### src/fd_pkg.sv
// fd_pkg: shared types and constants for the fall detector
// register indexes, reset levels, config bundle and datapath command word
// no dependencies
package fd_pkg;

   // configuration port geometry
   localparam int CSR_ADDR_W = 4;
   localparam int CSR_DATA_W = 32;
   localparam int LEVEL_W    = 16;
   localparam int STAMP_W    = 32;
   localparam int MAG_OUT_W  = 16;
   localparam int NUM_AXES   = 3;

   // reset values of the level registers
   localparam logic [LEVEL_W-1:0] FREEFALL_RESET = 16'd1024;
   localparam logic [LEVEL_W-1:0] IMPACT_RESET   = 16'd4096;
   localparam logic [LEVEL_W-1:0] SPIN_RESET     = 16'd1879;
   localparam logic [LEVEL_W-1:0] WINDOW_RESET   = 16'd2000;

   // register index, taken from the word address
   typedef enum logic [1:0] {
      REG_FREEFALL = 2'd0,
      REG_IMPACT   = 2'd1,
      REG_SPIN     = 2'd2,
      REG_WINDOW   = 2'd3
   } reg_index_type;

   // axis feeding the shared squarer
   typedef enum logic [1:0] {
      AXIS_X = 2'd0,
      AXIS_Y = 2'd1,
      AXIS_Z = 2'd2
   } axis_type;

   // level registers as seen by the datapath
   typedef struct packed {
      logic [LEVEL_W-1:0] freefall_level;
      logic [LEVEL_W-1:0] impact_level;
      logic [LEVEL_W-1:0] spin_level;
      logic [LEVEL_W-1:0] window_ms;
   } cfg_type;

   // controller to datapath commands
   typedef struct packed {
      logic     load;
      logic     square;
      axis_type sq_sel;
      logic     accum;
      logic     root_step;
      logic     finish;
   } cmd_type;

endpackage

### src/fall_detector.sv
// fall_detector: one word in, magnitude and fall flag out; ingress stalls while busy
// the magnitude comes from the one-bit-per-cycle square root, which runs after
// three passes through the shared squarer
// reset: synchronous, clears the free-fall flag and stamp, levels return to defaults
module fall_detector #(
   parameter int SAMPLE_WIDTH = 16
) (
   input  logic                                 clock,
   input  logic                                 reset,
   // input channel
   input  logic                                 req_valid,
   output logic                                 req_stall,
   input  logic signed [SAMPLE_WIDTH-1:0]       req_accel_x,
   input  logic signed [SAMPLE_WIDTH-1:0]       req_accel_y,
   input  logic signed [SAMPLE_WIDTH-1:0]       req_accel_z,
   input  logic signed [SAMPLE_WIDTH-1:0]       req_rate_x,
   input  logic signed [SAMPLE_WIDTH-1:0]       req_rate_y,
   input  logic signed [SAMPLE_WIDTH-1:0]       req_rate_z,
   input  logic [fd_pkg::STAMP_W-1:0]           req_now_ms,
   // result channel
   output logic                                 rsp_valid,
   input  logic                                 rsp_stall,
   output logic [fd_pkg::MAG_OUT_W-1:0]         rsp_accel_magnitude,
   output logic                                 rsp_fall_detected,
   // configuration port
   input  logic                                 csr_psel,
   input  logic                                 csr_penable,
   input  logic                                 csr_pwrite,
   input  logic [fd_pkg::CSR_ADDR_W-1:0]        csr_paddr,
   input  logic [fd_pkg::CSR_DATA_W-1:0]        csr_pwdata,
   output logic [fd_pkg::CSR_DATA_W-1:0]        csr_prdata,
   output logic                                 csr_pready
);
   import fd_pkg::*;

   cfg_type cfg;
   cmd_type cmd;

   // level registers
   fd_regs u_regs (
      .clock       (clock),
      .reset       (reset),
      .csr_psel    (csr_psel),
      .csr_penable (csr_penable),
      .csr_pwrite  (csr_pwrite),
      .csr_paddr   (csr_paddr),
      .csr_pwdata  (csr_pwdata),
      .csr_prdata  (csr_prdata),
      .csr_pready  (csr_pready),
      .cfg         (cfg)
   );

   // sequencer
   fd_ctrl #(
      .SAMPLE_WIDTH (SAMPLE_WIDTH)
   ) u_ctrl (
      .clock     (clock),
      .reset     (reset),
      .req_valid (req_valid),
      .req_stall (req_stall),
      .rsp_valid (rsp_valid),
      .rsp_stall (rsp_stall),
      .cmd       (cmd)
   );

   // arithmetic and detection state
   fd_datapath #(
      .SAMPLE_WIDTH (SAMPLE_WIDTH)
   ) u_datapath (
      .clock           (clock),
      .reset           (reset),
      .cmd             (cmd),
      .cfg             (cfg),
      .accel_x         (req_accel_x),
      .accel_y         (req_accel_y),
      .accel_z         (req_accel_z),
      .rate_x          (req_rate_x),
      .rate_y          (req_rate_y),
      .rate_z          (req_rate_z),
      .now_ms          (req_now_ms),
      .accel_magnitude (rsp_accel_magnitude),
      .fall_detected   (rsp_fall_detected)
   );

   // an accepted word keeps the ingress stalled on the next cycle
   assert property (@(posedge clock) disable iff (reset)
      (req_valid && !req_stall) |=> req_stall)
      else $error("ingress not stalled after accepting a word");

   // a new result only follows a busy period
   assert property (@(posedge clock) disable iff (reset)
      $rose(rsp_valid) |-> $past(req_stall))
      else $error("result raised without a word in progress");

   // a new result returns the ingress to ready
   assert property (@(posedge clock) disable iff (reset)
      $rose(rsp_valid) |-> !req_stall)
      else $error("controller not idle when result raised");

endmodule

### src/fd_regs.sv
// fd_regs: APB-style register file holding the four detection levels
// depends on fd_pkg for register indexes, reset values and cfg_type
module fd_regs (
   input  logic                              clock,
   input  logic                              reset,
   input  logic                              csr_psel,
   input  logic                              csr_penable,
   input  logic                              csr_pwrite,
   input  logic [fd_pkg::CSR_ADDR_W-1:0]     csr_paddr,
   input  logic [fd_pkg::CSR_DATA_W-1:0]     csr_pwdata,
   output logic [fd_pkg::CSR_DATA_W-1:0]     csr_prdata,
   output logic                              csr_pready,
   output fd_pkg::cfg_type                   cfg
);
   import fd_pkg::*;

   cfg_type       cfg_ff, cfg_in;
   reg_index_type index;
   logic          wr_en;
   logic [LEVEL_W-1:0] wr_value;
   logic [LEVEL_W-1:0] rd_value;

   assign index    = reg_index_type'(csr_paddr[CSR_ADDR_W-1:2]);
   assign wr_en    = csr_psel && csr_penable && csr_pwrite;
   assign wr_value = csr_pwdata[LEVEL_W-1:0];

   // write decode
   always_comb begin
      cfg_in = cfg_ff;
      if (wr_en) begin
         case (index)
            REG_FREEFALL: cfg_in.freefall_level = wr_value;
            REG_IMPACT:   cfg_in.impact_level   = wr_value;
            REG_SPIN:     cfg_in.spin_level     = wr_value;
            REG_WINDOW:   cfg_in.window_ms      = wr_value;
            default:      cfg_in = cfg_ff;
         endcase
      end
   end

   always_ff @(posedge clock) begin
      if (reset) begin
         cfg_ff.freefall_level <= FREEFALL_RESET;
         cfg_ff.impact_level   <= IMPACT_RESET;
         cfg_ff.spin_level     <= SPIN_RESET;
         cfg_ff.window_ms      <= WINDOW_RESET;
      end else begin
         cfg_ff <= cfg_in;
      end
   end

   // read mux
   always_comb begin
      case (index)
         REG_FREEFALL: rd_value = cfg_ff.freefall_level;
         REG_IMPACT:   rd_value = cfg_ff.impact_level;
         REG_SPIN:     rd_value = cfg_ff.spin_level;
         REG_WINDOW:   rd_value = cfg_ff.window_ms;
         default:      rd_value = '0;
      endcase
   end

   assign csr_prdata = CSR_DATA_W'(rd_value);
   assign csr_pready = 1'b1;
   assign cfg        = cfg_ff;

endmodule

### src/fd_ctrl.sv
// fd_ctrl: sequencer for one word: capture, square and sum, root steps, decide
// depends on fd_pkg for cmd_type and axis_type
module fd_ctrl #(
   parameter int SAMPLE_WIDTH = 16
) (
   input  logic            clock,
   input  logic            reset,
   input  logic            req_valid,
   output logic            req_stall,
   output logic            rsp_valid,
   input  logic            rsp_stall,
   output fd_pkg::cmd_type cmd
);
   import fd_pkg::*;

   localparam int CW = $clog2(SAMPLE_WIDTH + 1);
   localparam logic [CW-1:0] SQ_LAST   = CW'(NUM_AXES);
   localparam logic [CW-1:0] ROOT_LAST = CW'(SAMPLE_WIDTH - 1);

   typedef enum logic [1:0] {
      IDLE,
      SQUARE,
      ROOT,
      DECIDE
   } state_type;

   state_type     state_ff, state_in;
   logic [CW-1:0] cnt_ff, cnt_in;
   logic          req_stall_ff, req_stall_in;
   logic          rsp_valid_ff, rsp_valid_in;
   logic          out_free;

   assign out_free = !rsp_valid_ff || !rsp_stall;

   // next state and commands
   always_comb begin
      state_in      = state_ff;
      cnt_in        = cnt_ff;
      cmd           = '0;
      cmd.sq_sel    = AXIS_X;
      rsp_valid_in  = rsp_valid_ff && rsp_stall;
      case (state_ff)
         IDLE: begin
            if (req_valid && !req_stall_ff) begin
               cmd.load = 1'b1;
               cnt_in   = '0;
               state_in = SQUARE;
            end
         end
         SQUARE: begin
            // squarer runs on the first three counts, adder accumulates on the last three
            cmd.square = (cnt_ff < SQ_LAST);
            cmd.accum  = (cnt_ff != '0);
            case (cnt_ff[1:0])
               2'd0:    cmd.sq_sel = AXIS_X;
               2'd1:    cmd.sq_sel = AXIS_Y;
               2'd2:    cmd.sq_sel = AXIS_Z;
               default: cmd.sq_sel = AXIS_X;
            endcase
            if (cnt_ff == SQ_LAST) begin
               cnt_in   = '0;
               state_in = ROOT;
            end else begin
               cnt_in = cnt_ff + CW'(1);
            end
         end
         ROOT: begin
            cmd.root_step = 1'b1;
            if (cnt_ff == ROOT_LAST) begin
               state_in = DECIDE;
            end else begin
               cnt_in = cnt_ff + CW'(1);
            end
         end
         DECIDE: begin
            // state update and result write happen together once the slot is free
            if (out_free) begin
               cmd.finish   = 1'b1;
               rsp_valid_in = 1'b1;
               state_in     = IDLE;
            end
         end
         default: state_in = IDLE;
      endcase
      req_stall_in = (state_in != IDLE);
   end

   always_ff @(posedge clock) begin
      if (reset) begin
         state_ff     <= IDLE;
         cnt_ff       <= '0;
         req_stall_ff <= 1'b0;
         rsp_valid_ff <= 1'b0;
      end else begin
         state_ff     <= state_in;
         cnt_ff       <= cnt_in;
         req_stall_ff <= req_stall_in;
         rsp_valid_ff <= rsp_valid_in;
      end
   end

   assign req_stall = req_stall_ff;
   assign rsp_valid = rsp_valid_ff;

endmodule

### src/fd_datapath.sv
// fd_datapath: abs values, shared squarer, bit-serial root and fall decision
// depends on fd_pkg for cfg_type, cmd_type and axis_type
module fd_datapath #(
   parameter int SAMPLE_WIDTH = 16
) (
   input  logic                                 clock,
   input  logic                                 reset,
   input  fd_pkg::cmd_type                      cmd,
   input  fd_pkg::cfg_type                      cfg,
   input  logic signed [SAMPLE_WIDTH-1:0]       accel_x,
   input  logic signed [SAMPLE_WIDTH-1:0]       accel_y,
   input  logic signed [SAMPLE_WIDTH-1:0]       accel_z,
   input  logic signed [SAMPLE_WIDTH-1:0]       rate_x,
   input  logic signed [SAMPLE_WIDTH-1:0]       rate_y,
   input  logic signed [SAMPLE_WIDTH-1:0]       rate_z,
   input  logic [fd_pkg::STAMP_W-1:0]           now_ms,
   output logic [fd_pkg::MAG_OUT_W-1:0]         accel_magnitude,
   output logic                                 fall_detected
);
   import fd_pkg::*;

   localparam int W  = SAMPLE_WIDTH;
   localparam int NW = 2 * SAMPLE_WIDTH;
   localparam int LW = (SAMPLE_WIDTH > LEVEL_W) ? SAMPLE_WIDTH : LEVEL_W;

   function automatic logic [W-1:0] abs_w(input logic [W-1:0] v);
      logic [W-1:0] r;
      r = v[W-1] ? (~v + W'(1)) : v;
      return r;
   endfunction

   // captured word
   logic [W-1:0]       ax_ff, ay_ff, az_ff;
   logic [STAMP_W-1:0] now_ff;
   logic               spin_ff;
   logic               spin_in;

   // square and root
   logic [W-1:0]  mul_a;
   logic [NW-1:0] prod_ff;
   logic [NW-1:0] sum_ff;
   logic [W-1:0]  rem_ff;
   logic [W-1:0]  root_ff;
   logic [W+1:0]  rem_sh;
   logic [W+1:0]  trial;
   logic          take;

   // decision
   logic               armed_ff, armed_in;
   logic [STAMP_W-1:0] stamp_ff, stamp_in;
   logic [LW-1:0]      mag_x;
   logic               arm_new;
   logic               armed_mid;
   logic [STAMP_W-1:0] elapsed;
   logic               fall_in;
   logic [MAG_OUT_W-1:0] mag_out_ff;
   logic               fall_out_ff;

   // any rate beyond the spin level, judged at capture
   always_comb begin
      logic [LW-1:0] spin_lvl;
      spin_lvl = LW'(cfg.spin_level);
      spin_in  = (LW'(abs_w(rate_x)) > spin_lvl) ||
                 (LW'(abs_w(rate_y)) > spin_lvl) ||
                 (LW'(abs_w(rate_z)) > spin_lvl);
   end

   always_ff @(posedge clock) begin
      if (cmd.load) begin
         ax_ff   <= abs_w(accel_x);
         ay_ff   <= abs_w(accel_y);
         az_ff   <= abs_w(accel_z);
         now_ff  <= now_ms;
         spin_ff <= spin_in;
      end
   end

   // shared squarer
   always_comb begin
      case (cmd.sq_sel)
         AXIS_X:  mul_a = ax_ff;
         AXIS_Y:  mul_a = ay_ff;
         AXIS_Z:  mul_a = az_ff;
         default: mul_a = ax_ff;
      endcase
   end

   // one root bit per step, radicand shifted out two bits at a time
   // the remainder stays below 2^W until the last step
   assign rem_sh = {rem_ff, sum_ff[NW-1:NW-2]};
   assign trial  = {root_ff, 2'b01};
   assign take   = (rem_sh >= trial);

   always_ff @(posedge clock) begin
      if (cmd.square) begin
         prod_ff <= NW'(mul_a) * NW'(mul_a);
      end
      if (cmd.load) begin
         sum_ff  <= '0;
         rem_ff  <= '0;
         root_ff <= '0;
      end else if (cmd.accum) begin
         sum_ff <= sum_ff + prod_ff;
      end else if (cmd.root_step) begin
         sum_ff  <= {sum_ff[NW-3:0], 2'b00};
         rem_ff  <= take ? W'(rem_sh - trial) : W'(rem_sh);
         root_ff <= {root_ff[W-2:0], take};
      end
   end

   // free-fall arming, window expiry, then impact test
   always_comb begin
      mag_x     = LW'(root_ff);
      arm_new   = (mag_x < LW'(cfg.freefall_level));
      stamp_in  = arm_new ? now_ff : stamp_ff;
      elapsed   = now_ff - stamp_in;
      armed_mid = (armed_ff || arm_new) && !(elapsed > STAMP_W'(cfg.window_ms));
      fall_in   = (mag_x > LW'(cfg.impact_level)) && (spin_ff || armed_mid);
      armed_in  = armed_mid && !fall_in;
   end

   always_ff @(posedge clock) begin
      if (reset) begin
         armed_ff <= 1'b0;
         stamp_ff <= '0;
      end else if (cmd.finish) begin
         armed_ff <= armed_in;
         stamp_ff <= stamp_in;
      end
   end

   // result word
   always_ff @(posedge clock) begin
      if (cmd.finish) begin
         mag_out_ff  <= mag_x[MAG_OUT_W-1:0];
         fall_out_ff <= fall_in;
      end
   end

   assign accel_magnitude = mag_out_ff;
   assign fall_detected   = fall_out_ff;

endmodule
### config.mk
export PLATFORM = sky130hd
export DESIGN_NAME = fall_detector
export DESIGN_NICKNAME = d
export VERILOG_FILES = /design/src/fd_pkg.sv /design/src/fall_detector.sv /design/src/fd_regs.sv /design/src/fd_ctrl.sv /design/src/fd_datapath.sv
export SDC_FILE = /design/constraint.sdc
export NUM_CORES = 1
export LEC_CHECK = 0
export BUFFER_PORTS_ARGS = -buffer_cell sky130_fd_sc_hd__buf_4
export CORE_ASPECT_RATIO = 0.9
export CORE_MARGIN = 2
export CORE_UTILIZATION = 50
export CTS_BUF_LIST = sky130_fd_sc_hd__clkbuf_2 sky130_fd_sc_hd__clkbuf_4 sky130_fd_sc_hd__clkbuf_8
export CTS_CLUSTER_SIZE = 12
export DETAILED_ROUTE_END_ITERATION = 6
export GPL_ROUTABILITY_DRIVEN = 0
export PLACE_DENSITY = 0.71
export SLEW_MARGIN = 20
export SYNTH_ARGS = -nofsm -noshare
export SYNTH_HDL_FRONTEND = slang
export SYNTH_SLANG_ARGS = --single-unit
### constraint.sdc
create_clock -name clock -period 12.31 [get_ports clock]
set_input_delay 0.6155 -clock clock [delete_from_list [all_inputs] [get_ports clock]]
set_output_delay 0.6155 -clock clock [all_outputs]
set_load 0.03 [all_outputs]
After elaboration in Yosys (flattened, before gate mapping) --
Cells that the tools add are included.
Operators by class: magnitude comparators 8, bitwise operators 7, reductions and logical operators 29, multiply operators 1, muxes and demuxes 30, equal/unequal tests 14, add/subtract/negate cells 10
Operators by type and width (number):
- adder 16 x 1 -> 16 bit (second input constant) | 6
- 2-to-1 mux 32 bit | 3
- inverter 16 bit | 6
- > comparator 16 bit | 4
- 2-to-1 mux 16 bit | 4
- case mux 16 bit (4 select lines) | 1
- 2-to-1 mux 15 bit | 3
- adder 32 bit | 1
- > comparator 32 x 16 -> 1 bit | 1
- multiplier 16 x 16 -> 32 bit | 1
- case mux 16 bit (2 select lines) | 1
- subtractor 32 bit | 1
- greater-or-equal comparator 18 bit | 1
- less-than comparator 16 bit | 1
- subtractor 16 bit | 1
- 2-to-1 mux 5 bit | 3
- case mux 5 bit (3 select lines) | 1
- == test 2 bit (second input constant) | 6
- AND reduction 2 bit | 5
- == test 2 x 1 -> 1 bit (second input constant) | 4
- 2-to-1 mux 2 bit | 4
- case mux 2 bit (4 select lines) | 1
- logical AND 1 bit | 7
- 2-to-1 mux 1 bit | 7
- 16 further kinds | 26
Word-level totals: output and inout port bits 52, bits in registers 300, input bits 171, logic and storage cells 123

Depth between registers and ports, before layout --
depth in word-level cells 10, gate-level depth with buffers 37, mapped depth without buffers 35

By module --
From an unflattened synthesis, not the netlist that was laid out.
Second synthesis, totals: cells, all modules 2960, area, all modules 27054.7 um2
Modules (own cells, without submodules):
- fd_datapath | seq. area each 5815.6 um2, cells each 2600, area an instance 23276.1 um2, instances 1
- fd_regs | seq. area each 1281.2 um2, cells each 292, area an instance 3148.0 um2, instances 1
- fd_ctrl | seq. area each 180.2 um2, cells each 68, area an instance 630.6 um2, instances 1

Worst setup path after synthesis --
OpenSTA, ideal clock, no wires.
path type reg2reg, start point reg u_ctrl.state_ff[1], end point reg u_datapath.prod_ff[31], data pin, required time 12.049 ns, stages on the path, launching flop included 34, period minus slack after synthesis 8.357 ns, library setup time 0.261 ns, setup slack 3.953 ns, buffers on the path 3, arrival 8.096 ns, cells stage by stage dfxtp_1 > inv_1 > ha_1 > and2_1 > inv_1 > ha_1 > clkbuf_1 > clkbuf_1 > a22oi_1 > o21ai_1 > clkbuf_1 > nand2_1 > fa_1 > fa_1 > inv_1 > fa_1 > fa_1 > fa_1 > inv_1 > fa_1 > inv_1 > ha_1 > a21o_1 > a21o_1 > a221o_1 > a221oi_1 > a21oi_1 > nand4b_1 > nand2_1 > o2111ai_1 > a31o_2 > a21oi_1 > o21ai_0 > xnor2_1
Between the ends: longest elaborated chain between the ends 5, elaborated cells between the ends (all ways) 6, those cells by class 1 x mul; 3 x eq/ne; 2 x mux
Ends and longest elaborated chain:
- start: declaration | line fd_ctrl.sv:27 | state_type state_ff, state_in;
- start signal: assignment | line fd_ctrl.sv:95 | state_ff <= state_in;
- == test 2 x 1 -> 1 bit * | line fd_ctrl.sv:42 | case (state_ff)
- 2-to-1 mux 4 bit * | line fd_ctrl.sv:42
- == test 2 bit / == test 2 x 1 -> 1 bit (equally long branches) | line fd_datapath.sv:80 | case (cmd.sq_sel)
- case mux 16 bit (2 select lines) * | line fd_datapath.sv:80
- multiplier 16 x 16 -> 32 bit * | line fd_datapath.sv:96 | prod_ff <= NW'(mul_a) * NW'(mul_a);
- end signal: assignment | line fd_datapath.sv:96
- end: declaration | line fd_datapath.sv:40 | logic [NW-1:0] prod_ff;
Mark *: on every way between the ends. The rest lies on a longest branch, timed or not. A chain may end at the register's enable or synchronous reset.

Worst setup path in the final report --
Same ends and word-level chain as after synthesis.

==> impl_metrics.ini <==
[status]
outcome = finished clean

[synth]
synth_area_leaders = edfxtp_1 (15%), ha_1 (13%), dfxtp_1 (13%)
synthFlopType = dfxtp_1
synthTopCellsByCount = inv_1 (368), nand2_1 (349), ha_1 (282), nor2_1 (201), a21oi_1 (184)
async_flop_share_pct = 0
synth_top_area_share_pct = 14.6
netlist_area_sq_um = 26600
synth_seq_area_share_pct = 27.4
synth.distinct_cells = 86
syn_avg_cell_area_sq_um = 8.98
yosysTopAreaCell = edfxtp_1
synth.most_common_cell = inv_1
ys_ff_latch = 299
synth_warnings = 0
netlist_instances = 2959
synth_edf_count = 129

[die]
io_pins = 223
rows = 80
die_y_um = 223
initial_core_util_pct = 50.4
die_x_um = 247
core_sq_um = 52800
die_area_sq_um = 55000

[placement]
port_buffers = 187
place_inst = 3758
hpwl_mm = 51.4
place_area_sq_um = 28500

[sta]
report.final.hold_viol_count = 0
fin_tns_setup_ps = 0
slew_headroom_pct = 26.6
rsz0062_at_grt = no
timing.final.crit_share_pct = 79.0
finalCriticalPeriod_ps = 9720
timing.hold.ws_ps = 129
setup_viol = 0
drv_slew = 0
fmax_mhz = 103
fin_skew_ps = 46.0
tightest_slew_ps = 1100

[worst_setup_path]
cp_slowest_stage_delay_ps = 900
rr_endpoint = u_datapath.prod_ff[31]$_DFFE_PP_
rr_worst_depth = 31
worst_path_max_delay_cell = ha_1
cp-startpoint = u_ctrl.state_ff[1]$_SDFF_PP0_
start_kind = register
cp-endpoint = u_datapath.prod_ff[31]$_DFFE_PP_
r2r-start = u_ctrl.state_ff[1]$_SDFF_PP0_
crit_fanout = 35
required_ps = 12680
r2r_slack_ps = 2590
critPathKind = reg2reg
cp-end-kind = register
critPathArrivalTime_ps = 10090

[clock_network]
cts_made_buffers = 52
clockRootBuffer = clkbuf_8
path_clk_slew_ps = 70
cts_tree = done
cts_sinks = 299
max-clock-path-buffers = 3
cts_setup_buffers = 0
ctsHtreeMaxLevel = 2
ctsResizeCount = 0
insertion_delay_ps = 660
hold_buffers = 0

[worst_hold_path]
hp-class = in2reg

[grt]
grt_pass1_wl_mm = 107
grt_pass1_vias = 21500
gr-usage-all-layers_pct = 23.8
antenna_found_initial = 3
grt-ovfl-total = 0
grt_max_degree = 86

[layout]
fillCellCount = 4612
fin_nets = 3731
multiInputGateArea_sq_um = 17500
stdcell_area_sq_um = 29700
drive_gt1_share_pct = 10.8
seq_area_sq_um = 7280
area_growth_pct = 11.9
final_cells = 3858

[route]
drt_first_iter_violations = 1557
vias = 21500
vias_per_cell = 5.57
drt-total-wl_mm = 65.1
drtAntennaViolNets = 0
drc_errors = 0
wl_per_cell_um = 16.9
firstDrtPassIters = 6

[job]
drv_cap = 0
-- area by class of cell --
class,count,area share [%]
well taps,697,2.93
flip-flops and latches,299,24.5
multi-input cells,2186,58.8
diodes,3,0.0252
inverters,378,4.78
repair buffers,198,5.01
clock inverters,30,1.11
clock buffers,67,2.87
-- flip-flops by register name, summed over array words and instances (netlist names), 2 cells and up --
name	count
u_datapath.accel_magnitude	16
u_ctrl.cnt_ff	5
u_datapath.ax_ff	16
u_datapath.stamp_ff	32
u_datapath.az_ff	16
u_datapath.sum_ff	32
u_datapath.rem_ff	16
u_datapath.now_ff	32
u_datapath.prod_ff	31
u_datapath.mag_x	16
u_regs.cfg	64
u_ctrl.state_ff	2
u_datapath.ay_ff	16
-- metrics by stage --
step	worst slack, ps	utilization (%)
after floorplan	3950	-
after global placement	2870	54.1
after detailed placement	2740	54.1
after CTS	2660	56.3
after global routing	2100	56.4
final	2590	56.4
-- cells in the final DEF (no fill, tap or decap), drive strengths merged, types with 7 or more instances in the layout --
master  instances
buf           198
edfxtp        129
a21o           52
nor2          201
nand4          21
mux4           16
and3           12
o31ai          27
o21ai         105
dfxtp         170
nor2b          34
mux2i          76
nand2b         56
inv           371
nor4           14
o21a           41
clkinv         28
or2            13
o21bai          8
a31oi          11
o41ai          12
nor3           35
o211ai         24
a21oi         185
xor2           29
nand2         349
xnor2         149
a22oi          17
nand3          42
clkbuf         67
fa            163
a211oi         66
ha            282
or3            21
or4             7
conb           17
and2            9
-- worst min path at each step --
stage	from	endpoint	slack, ps	depth (start not counted)
floorplan	u_datapath.stamp_ff[5]$_SDFFE_PP0P_	u_datapath.stamp_ff[5]$_SDFFE_PP0P_	440	2
global placement	u_datapath.stamp_ff[5]$_SDFFE_PP0P_	u_datapath.stamp_ff[5]$_SDFFE_PP0P_	450	2
detailed placement	u_datapath.stamp_ff[5]$_SDFFE_PP0P_	u_datapath.stamp_ff[5]$_SDFFE_PP0P_	460	2
CTS	req_now_ms[12]	u_datapath.now_ff[12]$_DFFE_PP_	90	1
global route	req_now_ms[9]	u_datapath.now_ff[9]$_DFFE_PP_	90	1
finish	req_now_ms[11]	u_datapath.now_ff[11]$_DFFE_PP_	130	1
-- logic make-up after synthesis --
group | share of synthesized area [%]
DFF | 27.4
muxes | 4.35
buffers and inverters | 7.16
xor gates and xnor gates | 5.87
adders and majority gates | 25.7
other | 0.0283
AOI/OAI and AO/OA | 15.3
and+or+nand+nor | 14.3
-- worst max-delay path, delay by kind of cell, from the launching register on --
kind / cells / cell delay [ps]
simple gates: 4 / 810
xor+xnor: 1 / 140
flops: 1 / 430
compound gates: 10 / 2590
fa+ha+maj: 9 / 4620
buf+inv: 7 / 850
-- layer usage --
metal	vias up	GRT usage [%]	share of wire [%]
met5	-	0	0
met4	0	7.40	2.7
met3	113	3.43	5.9
met2	653	38.9	46
met1	10300	32.5	45
li1	10500	-	-
Power is not shown: default switching activity piles up to over one toggle a cycle in this logic, so the estimate is an artifact.
